===== src/rtl/core/pta_pkg.sv =====
package pta_pkg;

   localparam int MAC_W   = 48;
   localparam int TIME_W  = 32;
   localparam int AGE_W   = 22;
   localparam int COUNT_W = 5;

   localparam logic [AGE_W-1:0]   PRUNE_AGE_RESET = AGE_W'(60000);
   localparam logic [COUNT_W-1:0] COUNT_MAX       = {COUNT_W{1'b1}};

   typedef enum logic [1:0] {
      CMD_ADD    = 2'd0,
      CMD_REMOVE = 2'd1,
      CMD_FIND   = 2'd2,
      CMD_PRUNE  = 2'd3
   } cmd_type;

   typedef enum logic [1:0] {
      ST_OK        = 2'd0,
      ST_NOT_FOUND = 2'd1,
      ST_FULL      = 2'd2
   } status_type;

   typedef enum logic [1:0] {
      OP_REFRESH = 2'd0,
      OP_INSERT  = 2'd1,
      OP_REMOVE  = 2'd2
   } commit_op_type;

   // request walking down the cell chain
   typedef struct packed {
      logic               active;
      cmd_type            cmd;
      logic [MAC_W-1:0]   mac;
      logic [TIME_W-1:0]  now;
      logic               found;
      logic               free_found;
      logic [TIME_W-1:0]  seen;
      logic [COUNT_W-1:0] count;
   } probe_type;

   // table update broadcast to all cells after the walk
   typedef struct packed {
      logic              en;
      commit_op_type     op;
      logic [MAC_W-1:0]  mac;
      logic [TIME_W-1:0] now;
   } commit_type;

endpackage


===== src/rtl/core/pta_cell.sv =====
module pta_cell import pta_pkg::*; (
   input  logic             clock,
   input  logic             reset,
   input  probe_type        probe_in,
   input  logic [AGE_W-1:0] age_limit,
   input  commit_type       commit,
   output probe_type        probe_out
);

   logic              valid_ff, valid_in;
   logic [MAC_W-1:0]  mac_ff, mac_in;
   logic [TIME_W-1:0] seen_ff, seen_in;
   logic              match_ff, match_in;
   logic              free_ff, free_in;
   probe_type         probe_ff, probe_in_next;

   logic              key_hit;
   logic              first_free;
   logic              aged;
   logic [TIME_W-1:0] age;

   always_comb begin
      key_hit    = valid_ff && (probe_in.mac == mac_ff) && (probe_in.cmd != CMD_PRUNE);
      first_free = !valid_ff && !probe_in.free_found;
      age        = probe_in.now - seen_ff;
      aged       = valid_ff && (age > {{(TIME_W-AGE_W){1'b0}}, age_limit});

      probe_in_next = probe_in;
      if (probe_in.active) begin
         if (key_hit) begin
            probe_in_next.found = 1'b1;
            probe_in_next.seen  = seen_ff;
         end
         if (first_free) begin
            probe_in_next.free_found = 1'b1;
         end
         if (probe_in.cmd == CMD_PRUNE && aged && probe_in.count != COUNT_MAX) begin
            probe_in_next.count = probe_in.count + COUNT_W'(1);
         end
      end

      valid_in = valid_ff;
      mac_in   = mac_ff;
      seen_in  = seen_ff;
      match_in = probe_in.active ? key_hit : match_ff;
      free_in  = probe_in.active ? first_free : free_ff;

      if (probe_in.active && probe_in.cmd == CMD_PRUNE && aged) begin
         valid_in = 1'b0;
      end
      if (commit.en) begin
         unique case (commit.op)
            OP_REFRESH: begin
               if (match_ff) seen_in = commit.now;
            end
            OP_INSERT: begin
               if (free_ff) begin
                  valid_in = 1'b1;
                  mac_in   = commit.mac;
                  seen_in  = commit.now;
               end
            end
            OP_REMOVE: begin
               if (match_ff) valid_in = 1'b0;
            end
            default: begin
            end
         endcase
      end
   end

   always_ff @(posedge clock) begin
      if (reset) begin
         valid_ff <= 1'b0;
         match_ff <= 1'b0;
         free_ff  <= 1'b0;
         probe_ff <= '0;
      end else begin
         valid_ff <= valid_in;
         match_ff <= match_in;
         free_ff  <= free_in;
         probe_ff <= probe_in_next;
      end
   end

   always_ff @(posedge clock) begin
      mac_ff  <= mac_in;
      seen_ff <= seen_in;
   end

   assign probe_out = probe_ff;

endmodule


===== config.mk =====
export PLATFORM = sky130hd
export DESIGN_NAME = pta_cell
export DESIGN_NICKNAME = d
export VERILOG_FILES = /design/src/rtl/core/pta_pkg.sv /design/src/rtl/core/pta_cell.sv
export SDC_FILE = /design/constraint.sdc
export NUM_CORES = 1
export LEC_CHECK = 0
export BUFFER_PORTS_ARGS = -buffer_cell sky130_fd_sc_hd__clkbuf_2
export CAP_MARGIN = 20
export CORE_ASPECT_RATIO = 1.4
export CORE_MARGIN = 1.5
export CORE_UTILIZATION = 45
export DETAILED_ROUTE_END_ITERATION = 12
export PLACE_DENSITY_LB_ADDON = 0.12
export SLEW_MARGIN = 20
export SYNTH_ARGS = -nofsm -noshare
export SYNTH_HDL_FRONTEND = slang
export SYNTH_SLANG_ARGS = --single-unit

===== constraint.sdc =====
create_clock -name clock -period 5.75 [get_ports clock]
set_input_delay 0.8625 -clock clock [delete_from_list [all_inputs] [get_ports clock]]
set_output_delay 0.8625 -clock clock [all_outputs]
set_load 0.01 [all_outputs]

Word level (Yosys, flattened, before mapping)
Cells that the tools add are included.
- order comparisons: 1
- reductions and logical operators: 14
- mux-type cells: 13
- equality and inequality tests: 8
- add/sub/neg operators: 2
- operators with widths (cell ; number):
    32-bit two-way mux ; 3
    32-bit case mux with 2 select lines ; 1
    48-bit equality test ; 1
    39-bit two-way mux ; 1
    32-bit by 22-bit > comparator with 1-bit output ; 1
    32-bit subtractor ; 1
    1-bit logical AND ; 8
    1-bit two-way mux ; 6
    2-bit != test, second input constant ; 3
    5-bit by 1-bit adder with 5-bit output, second input constant ; 1
    5-bit two-way mux ; 1
    5-bit != test, second input constant ; 1
    2-bit equality test, second input constant ; 2
    4-bit AND reduction ; 1
    3-bit AND reduction ; 1
    2-bit by 1-bit equality test with 1-bit output, second input constant ; 1
    1-bit logical NOT ; 2
    2-bit logical NOT ; 1
    1-bit case mux with 2 select lines ; 1
    2-bit nonzero test ; 1
- register bits after elaboration: 205
- output and inout bits: 122

Longest topological paths before layout
Gate-level depths: netlist of run 1.
- depth after elaboration: 8
- mapped depth: 25
- gate-level depth less buffers: 23

Worst setup path before layout of run 1
Ideal clock, no wire load.
- path type: in2reg
- start point: input probe_in[48] (netlist name)
- end point: register valid_ff
- path slack: 689 ps
- setup time: 79 ps
- cell stages on the path: 24
- path buffers: 2
- data arrival time: 4981 ps
- cells stage by stage: ha_1 > buf_2 > and3_1 > a221o_1 > a21oi_2 > nand2_1 > a21o_1 > a21oi_1 > o21a_1 > or2_2 > a32oi_1 > xor2_1 > ha_1 > a2111oi_0 > o21ai_0 > o21ai_0 > nand3_1 > o31ai_1 > nand3_1 > nor4bb_1 > and4_4 > buf_6 > o21ai_2 > a211oi_2
- word-level cells in the longest chain between the ends: 8
- elaborated cells on any way between the ends: 9
- classes of those cells: add/sub (1); order compare (1); mux (5); reduce/logical (2)
- ends and longest elaborated chain (what ; line ; source):
    start: declaration ; pta_cell.sv:4 ; input probe_type probe_in,
    32-bit subtractor (*) ; pta_cell.sv:25 ; age = probe_in.now - seen_ff;
    32-bit by 22-bit > comparator with 1-bit output (*) ; pta_cell.sv:26 ; aged = valid_ff && (age > {{(TIME_W-AGE_W){1'b0}}, age_limit});
    1-bit logical AND (*) ; pta_cell.sv:26 ;
    1-bit logical AND (*) ; pta_cell.sv:48 ; if (probe_in.active && probe_in.cmd == CMD_PRUNE && aged) begin
    1-bit two-way mux (*) ; pta_cell.sv:48 ;
    1-bit two-way mux (on tied branches) ; pta_cell.sv:64, pta_cell.sv:57 ;
    1-bit case mux with 2 select lines ; pta_cell.sv:52 ; unique case (commit.op)
    1-bit two-way mux (*) ; pta_cell.sv:51 ; if (commit.en) begin
    end signal: assignment ; pta_cell.sv:79 ; valid_ff <= valid_in;
    end: declaration ; pta_cell.sv:10 ; logic valid_ff, valid_in;
Mark *: on every way between the ends. The rest lies on a longest branch, timed or not.
A chain may end at the register's enable or synchronous reset.

Worst setup path after layout of run 1
- start point: input probe_in[45] (netlist name)
- end point: register valid_ff
The elaborated chain is that of the path after synthesis.

==> impl_metrics.csv, run 1 <==
group,metric,value,unit
timing,skew,0.0191,ns
place,gp_congestion,0.842,
drt,routedWlPerCell,16.5,microns
drt,dr.pass1.iters,6,
worst_setup_path,crit_path_top_delay_cell,"ha_1",
global_routing,grt_pass1_vias,7652,
floorplan,core,0.0204,sq mm
worst_setup_path,required,6.17,ns
global_routing,antenna_found_initial,1,
global_routing,busiest_layer,"met2",
synthesis,synth_area_leader_cell,"dfxtp_1",
drt,viasPerCell,5.03,
power_and_ir_drop,vdd_ir_drop_max,217,uV
synthesis,synth_top_area_share,26.9,%
timing,report.final.hold_viol_count,0,
power_and_ir_drop,p_int,2.56,mW
floorplan,ioPinCount,351,
synthesis,syn_area_per_cell,10.4,sq um
cts,clock-root-buffer,"clkbuf_16",
finish,antenna_cells,0,
worst_setup_path,worstSetupStartpointType,"primary input",
worst_setup_path,end_kind,"flip-flop",
synthesis,synth_compound_area_share,11.9,%
finish,finish.utilization,58.7,%
timing,tightest_slew,0.820,ns
timing,slew-limit-headroom,45.4,%
drt,drt.antenna.violating_nets,0,
floorplan,fp.dieW,124,microns
drt,wl,25.0,mm
cts,cts-buffers-inserted,21,
place,place_ws,0.0105,ns
run,max-cap-violations,0,
synthesis,async_reset_ff_share,0,%
timing,rsz0062_at_grt,"false",
global_routing,met3_usage,4.27,%
cts,cts_setup_buffers,0,
worst_hold_path,worstHoldPathType,"reg -> reg",
floorplan,start_util,45.5,%
timing,fin_crit_sh,90.7,%
timing,setup_viol,0,
power_and_ir_drop,power_switching,0.817,mW
synthesis,netlist_top_cells_area,"dfxtp_1 (27%), edfxtp_1 (26%), ha_1 (7.8%)",
synthesis,synth_adder_area_share,8.02,%
worst_setup_path,cp_cell_sequence,"clkbuf_2 -> ha_1 -> a21o_1 -> a221o_1 -> a21oi_2 -> nand2_1 -> a21o_1 -> a21oi_1 -> o21a_1 -> or2_2 -> a32oi_1 -> xor2_1 -> ha_1 -> a2111oi_0 -> o21ai_0 -> o21ai_0 -> nand3_1 -> o31ai_1 -> nand3_1 -> nor4bb_1 -> and4_4 -> o21ai_2 -> a211oi_2",
synthesis,synth-xor-area-share,6.03,%
worst_setup_path,cp.arrival,5.63,ns
timing,min_period,5.21,ns
synthesis,synth_edf_count,80,
power_and_ir_drop,p_clk_share,38.8,%
drt,drtIter0Drc,323,
finish,fillers,1843,
synthesis,synth_top_family_by_area,"simple AND/OR/NAND/NOR gates",
floorplan,dieArea,0.0215,sq mm
place,place_hpwl,19.7,mm
drt,drc,0,
drt,via_count,7626,
finish,area_growth_syn_to_layout,28.8,%
cts,htreeDepth,1,
global_routing,grt_pass1_wl,39.1,mm
worst_setup_path,path_class,"in -> reg",
finish,drive_gt1_share,32.6,%
global_routing,grt_max_degree,73,
floorplan,num_rows,62,
synthesis,synth_cells,895,
synthesis,synth_cell_types,69,
status,status,"finished clean",
global_routing,gr-total-overflow,0,
power_and_ir_drop,p_sw_share,24.2,%
synthesis,syn_area,0.00929,sq mm
synthesis,synth_mux_area_share,1.05,%
global_routing,gr-usage-all-layers,22.8,%
finish,seqCellArea,0.00490,sq mm
synthesis,ys_seq_elements,205,
finish,multi_input_area,0.00400,sq mm
cts,cts-resized-gates,0,
cts,clkTransAtPathRegs,0.06,ns
timing,clock.fmax,192,MHz
power_and_ir_drop,power_density,282,mW/mm^2
cts,cts_hold_buf,0,
floorplan,dieHeight,173,microns
power_and_ir_drop,combinationalPowerShare,14.3,%
finish,nNetsFinal,1533,
worst_setup_path,slowest_delay,0.37,ns
worst_setup_path,cp_max_fo,11,
power_and_ir_drop,power_frac_seq,46.9,%
cts,cts.sinks,205,
timing,tns,0,ns
cts,clockBufferDepth,3,
timing,timing.final.ws_setup,0.538,ns
synthesis,ys.flop_type,"dfxtp_1",
power_and_ir_drop,p_leak,5.61,nW
place,portBuffers,350,
cts,cts_tree,"yes",
global_routing,global_route.usage.met1,24.0,%
global_routing,grt_use_met2,45.6,%
timing,slew_viol_final,0,
synthesis,synthesis.nets,1183,
cts,clk_latency,0.50,ns
synthesis,synth.yosys.seq_area_share,52.8,%
synthesis,synthSimpleGateAreaFrac,16.0,%
synthesis,ys_warn_count,0,
[per-stage QoR]
step                      std cells  hold slack (ns)  total power [mW]  cell area, sq um
after floorplan                 895            0.457              1.89              9290
after global placement         1477            0.487              2.09             11300
after detailed placement       1477            0.504              2.09             11300
after CTS                      1514            0.520              3.41             11900
after global routing           1515            0.519              3.52             12000
final                          1515            0.525              3.37             12000
[placed cells by master, fill, tap and decap left out, types with 4 or more instances in the layout]
cell	n
clkbuf_2	349
dfxtp_1	125
nor2_1	91
a21oi_1	82
nor2b_1	82
edfxtp_1	80
inv_1	68
ha_1	58
xor2_1	39
nand2_1	36
o21ai_0	26
xnor2_1	25
clkbuf_16	22
nand4_1	17
a21o_1	11
nor4_1	10
nand3_1	9
o21a_1	8
mux2i_1	6
buf_4	6
o211ai_1	5
and3_1	5
nor3_1	5
clkbuf_1	5
clkinv_2	5
o21bai_1	4
nand2b_1	4
a211oi_1	4
or3_1	4
[critical path: cells and delay by family]
kind | cells | cell delay, ns
xor+xnor | 1 | 0.17
compound gates | 13 | 2.71
simple gates | 6 | 1.13
buf+inv | 1 | 0.11
fa+ha+maj | 2 | 0.67
[flip-flops by register name (all words and copies together), names as in the netlist]
register and cells:
mac_ff 48, match_ff 1, valid_ff 1, probe_out 122
seen_ff 32, free_ff 1
[synthesized netlist by cell type (4+ instances only)]
| master | instances |
|---|---|
| nor2b_1 | 82 |
| xnor2_1 | 25 |
| nand4_1 | 17 |
| nor2_1 | 92 |
| mux2i_1 | 6 |
| inv_1 | 68 |
| nor4_1 | 10 |
| nand3_1 | 9 |
| nand2b_1 | 4 |
| or3_1 | 4 |
| edfxtp_1 | 80 |
| clkbuf_1 | 21 |
| o21a_1 | 8 |
| a21oi_1 | 82 |
| and3_1 | 6 |
| a21o_1 | 11 |
| o21ai_0 | 26 |
| a211oi_1 | 4 |
| ha_1 | 58 |
| dfxtp_1 | 125 |
| nand2_1 | 36 |
| o211ai_1 | 5 |
| nor3_1 | 5 |
| xor2_1 | 39 |
| o21bai_1 | 4 |
[routing by layer]
| metal | vias up | routed length, microns |
|---|---|---|
| met4 | 2 | 482 |
| li1 | 3802 | - |
| met2 | 247 | 14000 |
| met5 | - | 13 |
| met3 | 36 | 1440 |
| met1 | 3539 | 9080 |
[final cells by class]
cell class,count,share of cell area (%)
inverter,68,2.13
clock inverter,8,0.554
multi-input combinational,593,33.5
clock buffer,29,4.99
timing repair buffer,356,15.2
tap,256,2.68
sequential,205,41.0
[power groups by stage]
stage / clock, mW / combinational (mW) / sequential, mW
floorplan: 0 / 0.257 / 1.64
global placement: 0 / 0.477 / 1.61
detailed placement: 0 / 0.483 / 1.61
CTS: 1.35 / 0.486 / 1.58
global route: 1.40 / 0.543 / 1.58
finish: 1.31 / 0.484 / 1.58
[final timing paths]
path,cells after the start,startpoint,to,slack [ns]
min,2,match_ff,match_ff,0.52
max,23,probe_in[45],valid_ff,0.54
min reg2reg,2,match_ff,match_ff,0.52
max reg2reg,23,seen_ff[6],valid_ff,0.65
[kinds of logic after synthesis]
kind of cell,after synthesis
AO/OA/AOI/OAI,177
multiplexers,9
XOR/XNOR,64
adder cells (fa/ha/maj),59
buffers and inverters,97
flip-flops,205
AND/OR/NAND/NOR,284
Power figures use the tool's default switching activity.
==> run 2, diff against run 1 <==
--- a/config.mk
+++ b/config.mk
@@ -5,7 +5,7 @@
 export SDC_FILE = /design/constraint.sdc
 export NUM_CORES = 1
 export LEC_CHECK = 0
-export BUFFER_PORTS_ARGS = -buffer_cell sky130_fd_sc_hd__clkbuf_2
+export BUFFER_PORTS_ARGS = -buffer_cell sky130_fd_sc_hd__buf_4
 export CAP_MARGIN = 20
 export CORE_ASPECT_RATIO = 1.4
 export CORE_MARGIN = 1.5
==> run 2 against run 1 <==
  * Final area increased by 7.7%
  * Highest routed layer is now met4
  * Global-route usage increased by 0.62 points
  * Via count increased by 0.50%
  * Critical path depth unchanged
  * Sequential power about the same
  * Critical path type unchanged
==> impl_metrics.csv, run 2 (synthesized netlist as in run 1, its figures left out) <==
group,metric,value,unit
status,status,"finished clean",
cts,cts_tree,"yes",
global_routing,grt_pass1_vias,7686,
cts,cts_hold_buf,0,
drt,dr.pass1.iters,4,
cts,cts-buffers-inserted,21,
finish,drive_gt1_share,32.9,%
finish,nNetsFinal,1533,
worst_setup_path,cp_max_fo,11,
global_routing,grt_max_degree,72,
finish,final_common_cell,"buf_4",
floorplan,start_util,45.5,%
worst_setup_path,end_kind,"flip-flop",
timing,rsz0062_at_grt,"false",
drt,drt.antenna.violating_nets,0,
timing,report.final.hold_viol_count,0,
floorplan,num_rows,62,
timing,min_period,5.33,ns
timing,tns,0,ns
place,gp_congestion,0.862,
worst_hold_path,worstHoldPathType,"reg -> reg",
power_and_ir_drop,power_density,275,mW/mm^2
drt,drc,0,
worst_setup_path,rrSetupSlack,0.55,ns
global_routing,gr-total-overflow,0,
cts,clk_latency,0.49,ns
power_and_ir_drop,p_clk_share,39.7,%
cts,cts-resized-gates,0,
timing,slew-limit-headroom,47.8,%
finish,antenna_cells,0,
power_and_ir_drop,p_int,2.70,mW
run,max-cap-violations,0,
worst_hold_path,whs_path_depth,2,
finish,largest_reg_flops,122,
timing,tightest_slew,0.783,ns
timing,clock.fmax,188,MHz
power_and_ir_drop,power_frac_seq,44.6,%
drt,via_count,7664,
worst_setup_path,cp_top_family,"compound AO/OA/AOI/OAI gates",
finish,layout_common_cells,"buf_4 (355), dfxtp_1 (125), nor2_1 (91)",
drt,drtIter0Drc,333,
floorplan,dieHeight,173,microns
worst_setup_path,path_buf_inv,1,
global_routing,antenna_found_initial,0,
worst_hold_path,worstHoldStart,"match_ff",
floorplan,core,0.0204,sq mm
timing,skew,0.0117,ns
cts,clkTransAtPathRegs,0.06,ns
floorplan,dieArea,0.0215,sq mm
power_and_ir_drop,p_sw_share,23.6,%
worst_setup_path,crit_path_top_delay_cell,"a2111oi_0",
place,portBuffers,350,
worst_setup_path,slowest_delay,0.41,ns
global_routing,gr-usage-all-layers,23.4,%
floorplan,ioPinCount,351,
power_and_ir_drop,p_leak,5.88,nW
power_and_ir_drop,combinationalPowerShare,15.6,%
place,place_hpwl,20.3,mm
global_routing,grt_pass1_wl,40.0,mm
worst_setup_path,cp_cell_sequence,"buf_4 -> ha_1 -> a21o_1 -> a221o_1 -> a21oi_2 -> nand2_1 -> a21o_1 -> a21oi_1 -> o21a_1 -> or2_2 -> a32oi_1 -> xor2_1 -> ha_1 -> a2111oi_0 -> o21ai_0 -> o21ai_0 -> nand3_1 -> o31ai_1 -> nand3_1 -> nor4bb_1 -> and4_4 -> o21ai_2 -> a211oi_2",
cts,clockBufferDepth,3,
worst_setup_path,required,6.16,ns
floorplan,fp.dieW,124,microns
cts,cts_setup_buffers,0,
cts,htreeDepth,1,
finish,fillers,1737,
power_and_ir_drop,power_switching,0.837,mW
worst_setup_path,r2r_start,"seen_ff[6]",
finish,area_growth_syn_to_layout,38.7,%
worst_setup_path,cp.arrival,5.74,ns
timing,setup_viol,0,
timing,hold_ws,0.494,ns
worst_hold_path,hold_path_end,"match_ff",
worst_setup_path,ff2ff_path_depth,23,
timing,fin_crit_sh,92.7,%
cts,cts.sinks,205,
drt,wl,26.1,mm
worst_setup_path,r2r_end,"valid_ff",
worst_setup_path,path_class,"in -> reg",
drt,routedWlPerCell,17.2,microns
timing,slew_viol_final,0,
cts,clock-root-buffer,"clkbuf_16",
drt,viasPerCell,5.06,
worst_setup_path,crit_cells,23,
worst_setup_path,worstSetupStartpointType,"primary input",
power_and_ir_drop,vdd_ir_drop_max,281,uV
==> run 2: cell types whose count changed in the layout (fill, tap and decap cells not counted), sizes merged <==
cell and delta:
inv +1, clkinvlp -1, clkbuf -350, buf +349, bufinv +1
==> run 2: worst min-delay path, delay by kind of cell (launching register included) <==
kind | cells | cell delay (ns)
compound gates | 1 | 0.05
simple gates | 1 | 0.07
flops | 1 | 0.32
==> run 2: area by class of cell <==
| type | instances | area, sq um | share of cell area (%) |
|---|---|---|---|
| tap | 256 | 320 | 2.48 |
| inverter | 68 | 255 | 1.98 |
| timing repair buffer | 356 | 2690 | 20.8 |
| clock inverter | 9 | 97.6 | 0.757 |
| clock buffer | 28 | 623 | 4.83 |
| sequential | 205 | 4900 | 38.1 |
| multi-input combinational | 593 | 4000 | 31.1 |
==> run 2: power groups by stage <==
stage	Combinational (mW)	Sequential [mW]	Clock, mW
floorplan	0.257	1.64	0
global placement	0.543	1.61	0
detailed placement	0.551	1.61	0
CTS	0.555	1.58	1.44
global route	0.609	1.58	1.50
finish	0.552	1.58	1.41
==> run 2: metrics by stage <==
stage / utilization (%) / cell area [sq um] / instances / setup WS [ns] / total power, mW
2_1_floorplan: - / 9290 / 895 / 0.689 / 1.89
3_3_place_gp: 59.5 / 12100 / 1477 / 0.131 / 2.15
3_5_place_dp: 59.5 / 12100 / 1477 / 0.00514 / 2.16
4_1_cts: 63.1 / 12900 / 1514 / 0.513 / 3.58
5_1_grt: 63.2 / 12900 / 1515 / 0.113 / 3.69
6_report: 63.2 / 12900 / 1515 / 0.421 / 3.54
==> run 2: metal layers <==
layer	up-vias	wire length (microns)	GRT usage [%]
li1	3796	-	-
met1	3561	9540	25.2
met2	267	14300	45.2
met3	40	1540	4.46
met4	0	709	7.66
met5	-	0	0
==> run 2: how the worst max path moves through the flow <==
stage | slack, ns | start | end
floorplan | 0.69 | probe_in[48] | valid_ff
global placement | 0.13 | probe_in[45] | valid_ff
detailed placement | 0.005 | probe_in[45] | probe_out[1]
CTS | 0.51 | probe_in[45] | valid_ff
global route | 0.11 | probe_in[45] | probe_out[0]
finish | 0.42 | probe_in[45] | valid_ff
